File: config.mk
export PLATFORM = sky130hd
export DESIGN_NAME = spcc_div
export DESIGN_NICKNAME = d
export VERILOG_FILES = /design/src/design/spcc_pkg.sv /design/src/design/spcc_div.sv
export SDC_FILE = /design/constraint.sdc
export NUM_CORES = 1
export LEC_CHECK = 0
export BUFFER_PORTS_ARGS = -buffer_cell sky130_fd_sc_hd__buf_2
export CAP_MARGIN = 20
export CORE_ASPECT_RATIO = 1.2
export CORE_MARGIN = 4
export CORE_UTILIZATION = 46
export DETAILED_ROUTE_END_ITERATION = 16
export GPL_TIMING_DRIVEN = 0
export SYNTH_ARGS = -nofsm -noshare
export SYNTH_HDL_FRONTEND = slang
export SYNTH_SLANG_ARGS = --single-unit
File: constraint.sdc
create_clock -name clock -period 7.6 [get_ports clock]
set_input_delay 1.14 -clock clock [delete_from_list [all_inputs] [get_ports clock]]
set_output_delay 1.14 -clock clock [all_outputs]
set_load 0.005 [all_outputs]
File: src/design/spcc_pkg.sv
// spcc_pkg: shared types, constants and fixed-point helpers of the pairwise-coupling classifier
`default_nettype none
package spcc_pkg;

   localparam int NUM_CLASSES = 4;
   localparam int PAIR_COUNT  = (NUM_CLASSES * (NUM_CLASSES - 1)) / 2;
   localparam int CLASS_W     = $clog2(NUM_CLASSES);

   localparam logic signed [31:0] Q_ONE     = 32'sh4000_0000;
   localparam logic signed [63:0] Q_HALF    = 64'sh0000_0000_2000_0000;
   localparam logic signed [31:0] Q_MAX     = 32'sh7fff_ffff;
   localparam logic signed [31:0] Q_MIN     = 32'sh8000_0000;
   localparam logic signed [31:0] Q_UNIFORM = 32'sh1000_0000;

   // register indexes of the configuration port
   localparam logic [2:0] CSR_MAX_ITER = 3'd0;
   localparam logic [2:0] CSR_STOP_TOL = 3'd1;
   localparam logic [2:0] CSR_LABEL_0  = 3'd2;
   localparam logic [2:0] CSR_LABEL_1  = 3'd3;
   localparam logic [2:0] CSR_LABEL_2  = 3'd4;
   localparam logic [2:0] CSR_LABEL_3  = 3'd5;

   localparam logic [7:0]  RESET_MAX_ITER = 8'd100;
   localparam logic [15:0] RESET_STOP_TOL = 16'd82;

   typedef enum logic [4:0] {
      ST_IDLE,
      ST_QB_SQ,
      ST_QB_SQ_ACC,
      ST_QB_OFF,
      ST_IT_START,
      ST_QP_MUL,
      ST_QP_ACC,
      ST_PQP_MUL,
      ST_PQP_ACC,
      ST_ERR,
      ST_DIFF_GO,
      ST_DIFF_WAIT,
      ST_MUL1,
      ST_INNER,
      ST_MUL2,
      ST_PQ1_GO,
      ST_PQ1_WAIT,
      ST_PQ2_GO,
      ST_PQ2_WAIT,
      ST_QJ_MUL,
      ST_QJ_GO,
      ST_QJ_WAIT,
      ST_PJ_GO,
      ST_PJ_WAIT,
      ST_FINISH
   } state_type;

   // saturate a wide value to q2.30
   function automatic logic signed [31:0] sat32(input logic signed [63:0] x);
      if (x > 64'(Q_MAX)) begin
         return Q_MAX;
      end else if (x < 64'(Q_MIN)) begin
         return Q_MIN;
      end
      return x[31:0];
   endfunction

   function automatic logic signed [31:0] addq(input logic signed [31:0] a,
                                               input logic signed [31:0] b);
      return sat32(64'(a) + 64'(b));
   endfunction

   function automatic logic signed [31:0] subq(input logic signed [31:0] a,
                                               input logic signed [31:0] b);
      return sat32(64'(a) - 64'(b));
   endfunction

   function automatic logic signed [31:0] negq(input logic signed [31:0] a);
      return sat32(-64'(a));
   endfunction

   // round a full product half up to q2.30, then saturate
   function automatic logic signed [31:0] mulq(input logic signed [63:0] prod);
      logic signed [63:0] x;
      x = prod + Q_HALF;
      return sat32(x >>> 30);
   endfunction

   // q2.30 to q0.16 with rounding and clamping
   function automatic logic [15:0] to_q16(input logic signed [31:0] x);
      logic signed [32:0] r;
      if (x <= 0) begin
         return 16'd0;
      end
      r = (33'(x) + 33'sd8192) >>> 14;
      if (r > 33'sd65535) begin
         return 16'hffff;
      end
      return r[15:0];
   endfunction

endpackage
`default_nettype wire

File: src/design/spcc_div.sv
// spcc_div: iterative signed q2.30 divider, one quotient bit per cycle, saturating
`default_nettype none
module spcc_div
   import spcc_pkg::*;
(
   input  wire logic               clock,
   input  wire logic               reset,
   input  wire logic               start,
   input  wire logic signed [31:0] num,
   input  wire logic signed [31:0] den,
   output logic                    done,
   output logic signed [31:0]      quot
);

   logic        run_ff, run_in;
   logic        done_ff, done_in;
   logic [4:0]  cnt_ff, cnt_in;
   logic [31:0] rem_ff, rem_in;
   logic [30:0] sh_ff, sh_in;
   logic [30:0] acc_ff, acc_in;
   logic [31:0] ad_ff, ad_in;
   logic        neg_ff, neg_in;
   logic signed [31:0] quot_ff, quot_in;

   logic [31:0] an;
   logic [31:0] ad;
   logic [32:0] trial;
   logic        ge;
   logic [32:0] diff;

   // magnitudes of the operands
   assign an = num[31] ? 32'(-33'(num)) : num;
   assign ad = den[31] ? 32'(-33'(den)) : den;

   // one restoring step
   assign trial = {rem_ff, sh_ff[30]};
   assign ge    = trial >= {1'b0, ad_ff};
   assign diff  = trial - {1'b0, ad_ff};

   always_comb begin
      run_in  = run_ff;
      done_in = 1'b0;
      cnt_in  = cnt_ff;
      rem_in  = rem_ff;
      sh_in   = sh_ff;
      acc_in  = acc_ff;
      ad_in   = ad_ff;
      neg_in  = neg_ff;
      quot_in = quot_ff;
      if (start) begin
         if (den == 32'sd0) begin
            quot_in = num[31] ? Q_MIN : Q_MAX;
            done_in = 1'b1;
         end else if ({1'b0, an} >= {ad, 1'b0}) begin
            quot_in = (num[31] ^ den[31]) ? Q_MIN : Q_MAX;
            done_in = 1'b1;
         end else begin
            run_in = 1'b1;
            cnt_in = 5'd30;
            rem_in = {1'b0, an[31:1]};
            sh_in  = {an[0], 30'd0};
            acc_in = '0;
            ad_in  = ad;
            neg_in = num[31] ^ den[31];
         end
      end else if (run_ff) begin
         rem_in = ge ? diff[31:0] : trial[31:0];
         sh_in  = {sh_ff[29:0], 1'b0};
         acc_in = {acc_ff[29:0], ge};
         cnt_in = cnt_ff - 5'd1;
         if (cnt_ff == 5'd0) begin
            run_in  = 1'b0;
            done_in = 1'b1;
            quot_in = neg_ff ? -$signed({1'b0, acc_in}) : $signed({1'b0, acc_in});
         end
      end
   end

   always_ff @(posedge clock) begin
      if (reset) begin
         run_ff  <= 1'b0;
         done_ff <= 1'b0;
      end else begin
         run_ff  <= run_in;
         done_ff <= done_in;
      end
      cnt_ff  <= cnt_in;
      rem_ff  <= rem_in;
      sh_ff   <= sh_in;
      acc_ff  <= acc_in;
      ad_ff   <= ad_in;
      neg_ff  <= neg_in;
      quot_ff <= quot_in;
   end

   assign done = done_ff;
   assign quot = quot_ff;

endmodule
`default_nettype wire

# Word level (Yosys, flattened, before mapping)
# Index checks and enable logic that the tools add are counted.
[word_totals]
regBits = 165
input_bits = 67
output_inout_bits = 33
[classes]
addsub = 5
magnitude_cmp = 2
n_eq_ne = 3
mux = 37
n_bitwise = 3
reduce_logical = 8
[op_table]
columns = ["operator", "n"]
rows = [
  ["$mux 32", 15],
  ["$mux 31", 4],
  ["$mux 30", 4],
  ["$neg 32->32", 2],
  ["$ge 32x33->1", 1],
  ["$ge 33x32->1", 1],
  ["$logic_not 32->1", 1],
  ["$neg 31->32", 1],
  ["$sub 32x32->32", 1],
  ["$mux 5", 4],
  ["$mux 1", 10],
  ["$reduce_and 3->1", 3],
  ["$logic_not 5->1", 1],
  ["$sub 5x1->5 const B", 1],
  ["$ne 2x2->1 const B", 2],
  ["$reduce_bool 2->1", 2],
  ["$ne 3x1->1 const B", 1],
  ["$not 1->1", 2],
  ["$reduce_and 2->1", 1],
  ["$xor 1x1->1", 1],
]

# Logic depth before layout (Yosys ltp)
[depth]
ltp_word = 6
mapped_depth = 21
mapped_depth_nobuf = 19

# Worst setup path before layout
# Ideal clock, no wire load.
[synth_timing]
path_type = "input to register"
startpoint = "input den[12]"
endpoint = "register acc_ff[0], enable pin"
t_arrival_ps = 6552
required_ps = 7175
setup_slack_ps = 624
cell_stages = 18
path_buffers = 0
cell_sequence = "or4_4 nor4_4 nand3b_1 or2_2 or4_1 o21ai_0 xnor2_1 inv_1 ha_1 a21o_1 a21o_1 a21oi_1 nand2_1 a41oi_1 a31oi_1 a21o_1 inv_1 a21o_1"
[synth_between]
elab_chain_cells = 5
[synth_lines]
columns = ["item", "line_no", "text"]
rows = [
  ["start: declaration", "spcc_div.sv:10", "input wire logic signed [31:0] den,"],
  ["$neg 32->32", "spcc_div.sv:33", "assign ad = den[31] ? 32'(-33'(den)) : den;"],
  ["$mux 32", "spcc_div.sv:33", ""],
  ["net ad[25]", "spcc_div.sv:26", "logic [31:0] ad;"],
  ["$ge 32x33->1", "spcc_div.sv:54", "end else if ({1'b0, an} >= {ad, 1'b0}) begin"],
  ["$ne 2x2->1 (no source line)", "n/a", ""],
  ["$reduce_and 3->1 (no source line)", "n/a", ""],
  ["end signal: assignment", "spcc_div.sv:90", "acc_ff <= acc_in;"],
  ["end: declaration", "spcc_div.sv:20", "logic [30:0] acc_ff, acc_in;"],
]
# The timed path passes the listed nets, and every way through them passes these cells.
# A chain may end at the register's enable or synchronous reset.

# Final worst setup path
[layout_timing]
startpoint = "input den[12]"
endpoint = "register sh_ff[30], enable pin"
[layout_between]
elab_chain_cells = 5
[layout_lines]
columns = ["item", "line_no", "text"]
rows = [
  ["$neg 32->32", "spcc_div.sv:33", ""],
  ["$mux 32", "spcc_div.sv:33", ""],
  ["net ad[25]", "spcc_div.sv:26", ""],
  ["$ge 32x33->1", "spcc_div.sv:54", ""],
  ["$ne 2x2->1 (no source line)", "n/a", ""],
  ["$reduce_and 3->1 (no source line)", "n/a", ""],
  ["end signal: assignment", "spcc_div.sv:89", "sh_ff <= sh_in;"],
  ["end: declaration", "spcc_div.sv:19", "logic [30:0] sh_ff, sh_in;"],
]
# The timed path passes the listed nets, and every way through them passes these cells.

==> Implementation_results.wiki <==
{| class="wikitable"
! Metric !! Value
|-
| Wirelength, routed || 26.1 mm
|-
| IO Port Bufs || 98
|-
| Clock transition at the register clock pins on the worst setup and hold paths after CTS || 60 ps
|-
| Number of gates resized after CTS || 0
|-
| Final clock period utilization by the worst path || 84.1%
|-
| # hold bufs at CTS || 0
|-
| Critical Path Start Type || input port
|-
| Areal power density over the cells || 329 nW/um^2
|-
| Standard-cell row count || 58
|-
| Number of post-CTS setup repair buffers || 0
|-
| Cell variety after synth || 63
|-
| Largest stage delay, worst path || 750 ps
|-
| Number of detailed-routing iterations run before antenna repair || 5
|-
| Met2 track demand over resource || 38.5%
|-
| Total global routing track utilization || 21.7%
|-
| Mapped cell area || 9760 sq um
|-
| Most congested layer reported by global routing || met2
|-
| Gate family responsible for the most delay along the worst path || compound AO/OA/AOI/OAI gates
|-
| Top-level I/O count || 100
|-
| Nets@finish || 1,286
|-
| DRC violation count after routing || 0
|-
| Instance count after placement with tap cells included || 1,402
|-
| Crit Path Class || input port to flop
|-
| Total gr overflow || 0
|-
| Time the worst path needs with I/O delays and setup || 6400 ps
|-
| Arrival time at the worst endpoint || 6440 ps
|-
| Max Root-Sink Buffers || 2
|-
| Area overhead of the layout relative to synthesis || 15.5%
|-
| Clock sink total || 135
|-
| Global placement routability congestion || 0.895
|-
| Filler cells || 1,951
|-
| Dpl ws || 750 ps
|-
| Layout cell share with drive strength beyond 1 || 13.7%
|-
| Die area || 23,600 sq um
|-
| TritonCTS clock tree || done
|-
| Result of the run || finished clean
|-
| HPWL reported at the end of detailed placement || 20.1 mm
|-
| Mean routed wirelength per cell || 18.2 um
|-
| Yosys synthesis warning count || 0
|-
| Worst Setup Slack, final || 1200 ps
|-
| Total of flip-flops plus latches after synthesis || 135
|-
| Count of placed standard cells in the final layout, fillers left out || 1,434
|-
| Relative slew slack || 39.1%
|-
| Die outline height || 168 um
|-
| Number of CTS-inserted buffers || 17
|-
| Clock Latency Late Sink || 430 ps
|-
| Largest fanout on the critical path || 68
|-
| Initial standard-cell utilization of the core || 46.7%
|-
| Number of vias in the routed layout || 8,082
|-
| Number of setup violations in the final report || 0
|-
| Global-route track usage on met3 || 3.17%
|-
| Global-route wire length before repair || 40.7 mm
|-
| ANT nets after route || 0
|-
| EDFF count, synth || 133
|-
| Post-Syn Nets || 1,168
|-
| Post-synthesis sequential area ratio || 41.3%
|-
| Share of synthesized flip-flops with an asynchronous set or reset || 0%
|-
| Worst endpoint required time || 7650 ps
|-
| RSZ-0062 raised after global routing || false
|-
| Core footprint || 20,900 sq um
|-
| Met1 track demand over resource in global routing || 26.9%
|-
| # H-tree levels || 4
|-
| Lkg Pwr || 4.56 nW
|-
| Slowest-stage cell, CP || sky130_fd_sc_hd__a21o_4
|-
| Final Hold Slack || 507 ps
|-
| Number of vias per cell after detailed routing || 5.64
|-
| Die Wd || 141 um
|-
| Combined buffer and inverter count along the critical path || 3
|-
| Max-cap check violation count || 0
|-
| Number of antenna diodes || 0
|-
| Antenna violations before repair || 0
|-
| Maximum number of pins on one net before global-route repair || 69
|-
| Max rail drop VDD || 140 uV
|-
| Drt initial violations || 493
|-
| Most common flop cell mapped by yosys || sky130_fd_sc_hd__edfxtp_1
|-
| Worst-case clock skew || 16.4 ps
|-
| Min-Delay Path Class || flop to flop
|-
| CP Capture Type || flop
|-
| Max Freq || 0.156 GHz
|-
| Transition time of the tightest slew-check pin || 913 ps
|-
| Most common cell type on the critical path || sky130_fd_sc_hd__a21o_1
|-
| Count of final max-slew check failures || 0
|-
| Final Hold Violating Endpoints || 0
|-
| List of cells traversed by the critical path || buf_2, or4_4, nor4_4, nand3b_1, or2_2, or4_1, o21ai_0, xnor2_1, inv_1, ha_1, a21o_1, a21o_1, a21oi_1, nand2_1, a41oi_1, a31oi_1, a21o_1, inv_2, a21o_4
|-
| Cell at the root of the clock tree || sky130_fd_sc_hd__clkbuf_16
|-
| Cells after Synth || 1,033
|-
| Synthesized area per cell || 9.45 sq um
|-
| Number of global-route vias before repair || 7,971
|-
| Core Util, Final || 54.0%
|}
state kept, by name, indices dropped and copies added, names as in the netlist:
name    cells
run_ff      1
cnt_ff      5
rem_ff     32
neg_ff      1
done        1
ad_ff      32
quot       32
acc_ff     30
sh_ff       1
worst min-delay path: stages (launching register included):
cell and delay (ps):
sky130_fd_sc_hd__dfxtp_1 340, sky130_fd_sc_hd__o41ai_1 70, sky130_fd_sc_hd__a21oi_1 60
logic make-up (layout without fill, tap and decap cells):
kind of cell / after synthesis / after routing / share of synthesized area, %
AO/OA/AOI/OAI: 277 / 277 / 17.6
adder cells (fa/ha/maj): 68 / 68 / 8.79
AND/OR/NAND/NOR: 311 / 311 / 16.2
XOR/XNOR: 113 / 113 / 10.1
multiplexers: 11 / 11 / 1.13
flip-flops: 135 / 135 / 41.3
buffers and inverters: 118 / 249 / 4.78
Yosys cell counts (9+ instances only):
| master | count | area, sq um |
|---|---|---|
| sky130_fd_sc_hd__edfxtp_1 | 133 | 3990 |
| sky130_fd_sc_hd__a21oi_1 | 96 | 480 |
| sky130_fd_sc_hd__nor2_1 | 79 | 297 |
| sky130_fd_sc_hd__inv_1 | 78 | 293 |
| sky130_fd_sc_hd__nand2_1 | 72 | 270 |
| sky130_fd_sc_hd__xnor2_1 | 71 | 622 |
| sky130_fd_sc_hd__ha_1 | 67 | 838 |
| sky130_fd_sc_hd__o21ai_0 | 67 | 335 |
| sky130_fd_sc_hd__xor2_1 | 42 | 368 |
| sky130_fd_sc_hd__nor2b_1 | 37 | 231 |
| sky130_fd_sc_hd__clkbuf_1 | 31 | 116 |
| sky130_fd_sc_hd__o31ai_1 | 25 | 188 |
| sky130_fd_sc_hd__nor3_1 | 20 | 100 |
| sky130_fd_sc_hd__nand3_1 | 18 | 90.1 |
| sky130_fd_sc_hd__a21o_1 | 17 | 128 |
| sky130_fd_sc_hd__nand2b_1 | 17 | 106 |
| sky130_fd_sc_hd__or3_1 | 15 | 93.8 |
| sky130_fd_sc_hd__a31oi_1 | 14 | 87.6 |
| sky130_fd_sc_hd__o41ai_1 | 13 | 114 |
| sky130_fd_sc_hd__nand4_1 | 12 | 75.1 |
| sky130_fd_sc_hd__mux2i_1 | 11 | 110 |
| sky130_fd_sc_hd__nor4_1 | 9 | 56.3 |
power by group:
group | internal (mW) | switching (mW)
Sequential | 1.03 | 0.0856
Combinational | 0.633 | 1.01
Clock | 0.592 | 0.358
per-stage QoR:
step / setup TNS, ps / power (mW) / cell area, sq um
2_1_floorplan: 0 / 2.31 / 9760
3_3_place_gp: -83130 / 2.73 / 10600
3_5_place_dp: 0 / 2.75 / 10600
4_1_cts: 0 / 3.71 / 11300
5_1_grt: 0 / 3.96 / 11300
6_report: 0 / 3.71 / 11300
cell type report:
class	instances	area (sq um)	area share (%)
buffer	39	170	1.51
clock buffer	17	425	3.77
clock inverter	15	239	2.12
inverter	79	297	2.63
multi-input combinational	780	5270	46.7
sequential	135	4030	35.8
tap	270	338	2.99
timing repair buffer	99	505	4.48
cells in the final DEF, fill, tap and decap left out, drive strengths merged, types with 3 or more instances in the layout:
cell type / instances
nor4: 10
a211oi: 9
nand2b: 17
and4: 4
buf: 106
or3: 16
or2: 4
a21oi: 97
o21ai: 67
a31oi: 14
nor3: 20
clkinv: 4
a21o: 17
o21a: 7
xor2: 42
or4: 10
nand2: 72
o31ai: 25
o21bai: 4
clkbuf: 49
nand4: 12
nand3: 18
bufinv: 5
xnor2: 71
o41ai: 14
inv: 85
ha: 67
nor2b: 37
o31a: 3
nand3b: 4
and2: 4
mux2i: 11
edfxtp: 133
nor2: 79
path summary, 6_finish.rpt:
check,from,end,slack (ps),cells past startpoint
worst max-delay path,den[12],sh_ff[30]$_DFFE_PP_,1200,19
worst min-delay path,run_ff$_SDFFE_PP0P_,run_ff$_SDFFE_PP0P_,510,2
worst max register to register,rem_ff[13]$_DFFE_PP_,quot[26]$_DFFE_PP_,1850,18
worst min register to register,run_ff$_SDFFE_PP0P_,run_ff$_SDFFE_PP0P_,510,2
metal layers:
| layer | routed length, um | vias up |
|---|---|---|
| met5 | 0 | - |
| li1 | - | 3992 |
| met4 | 633 | 0 |
| met2 | 13000 | 235 |
| met3 | 1200 | 42 |
| met1 | 11200 | 3813 |
No activity file was read; power rests on OpenSTA's default activity.
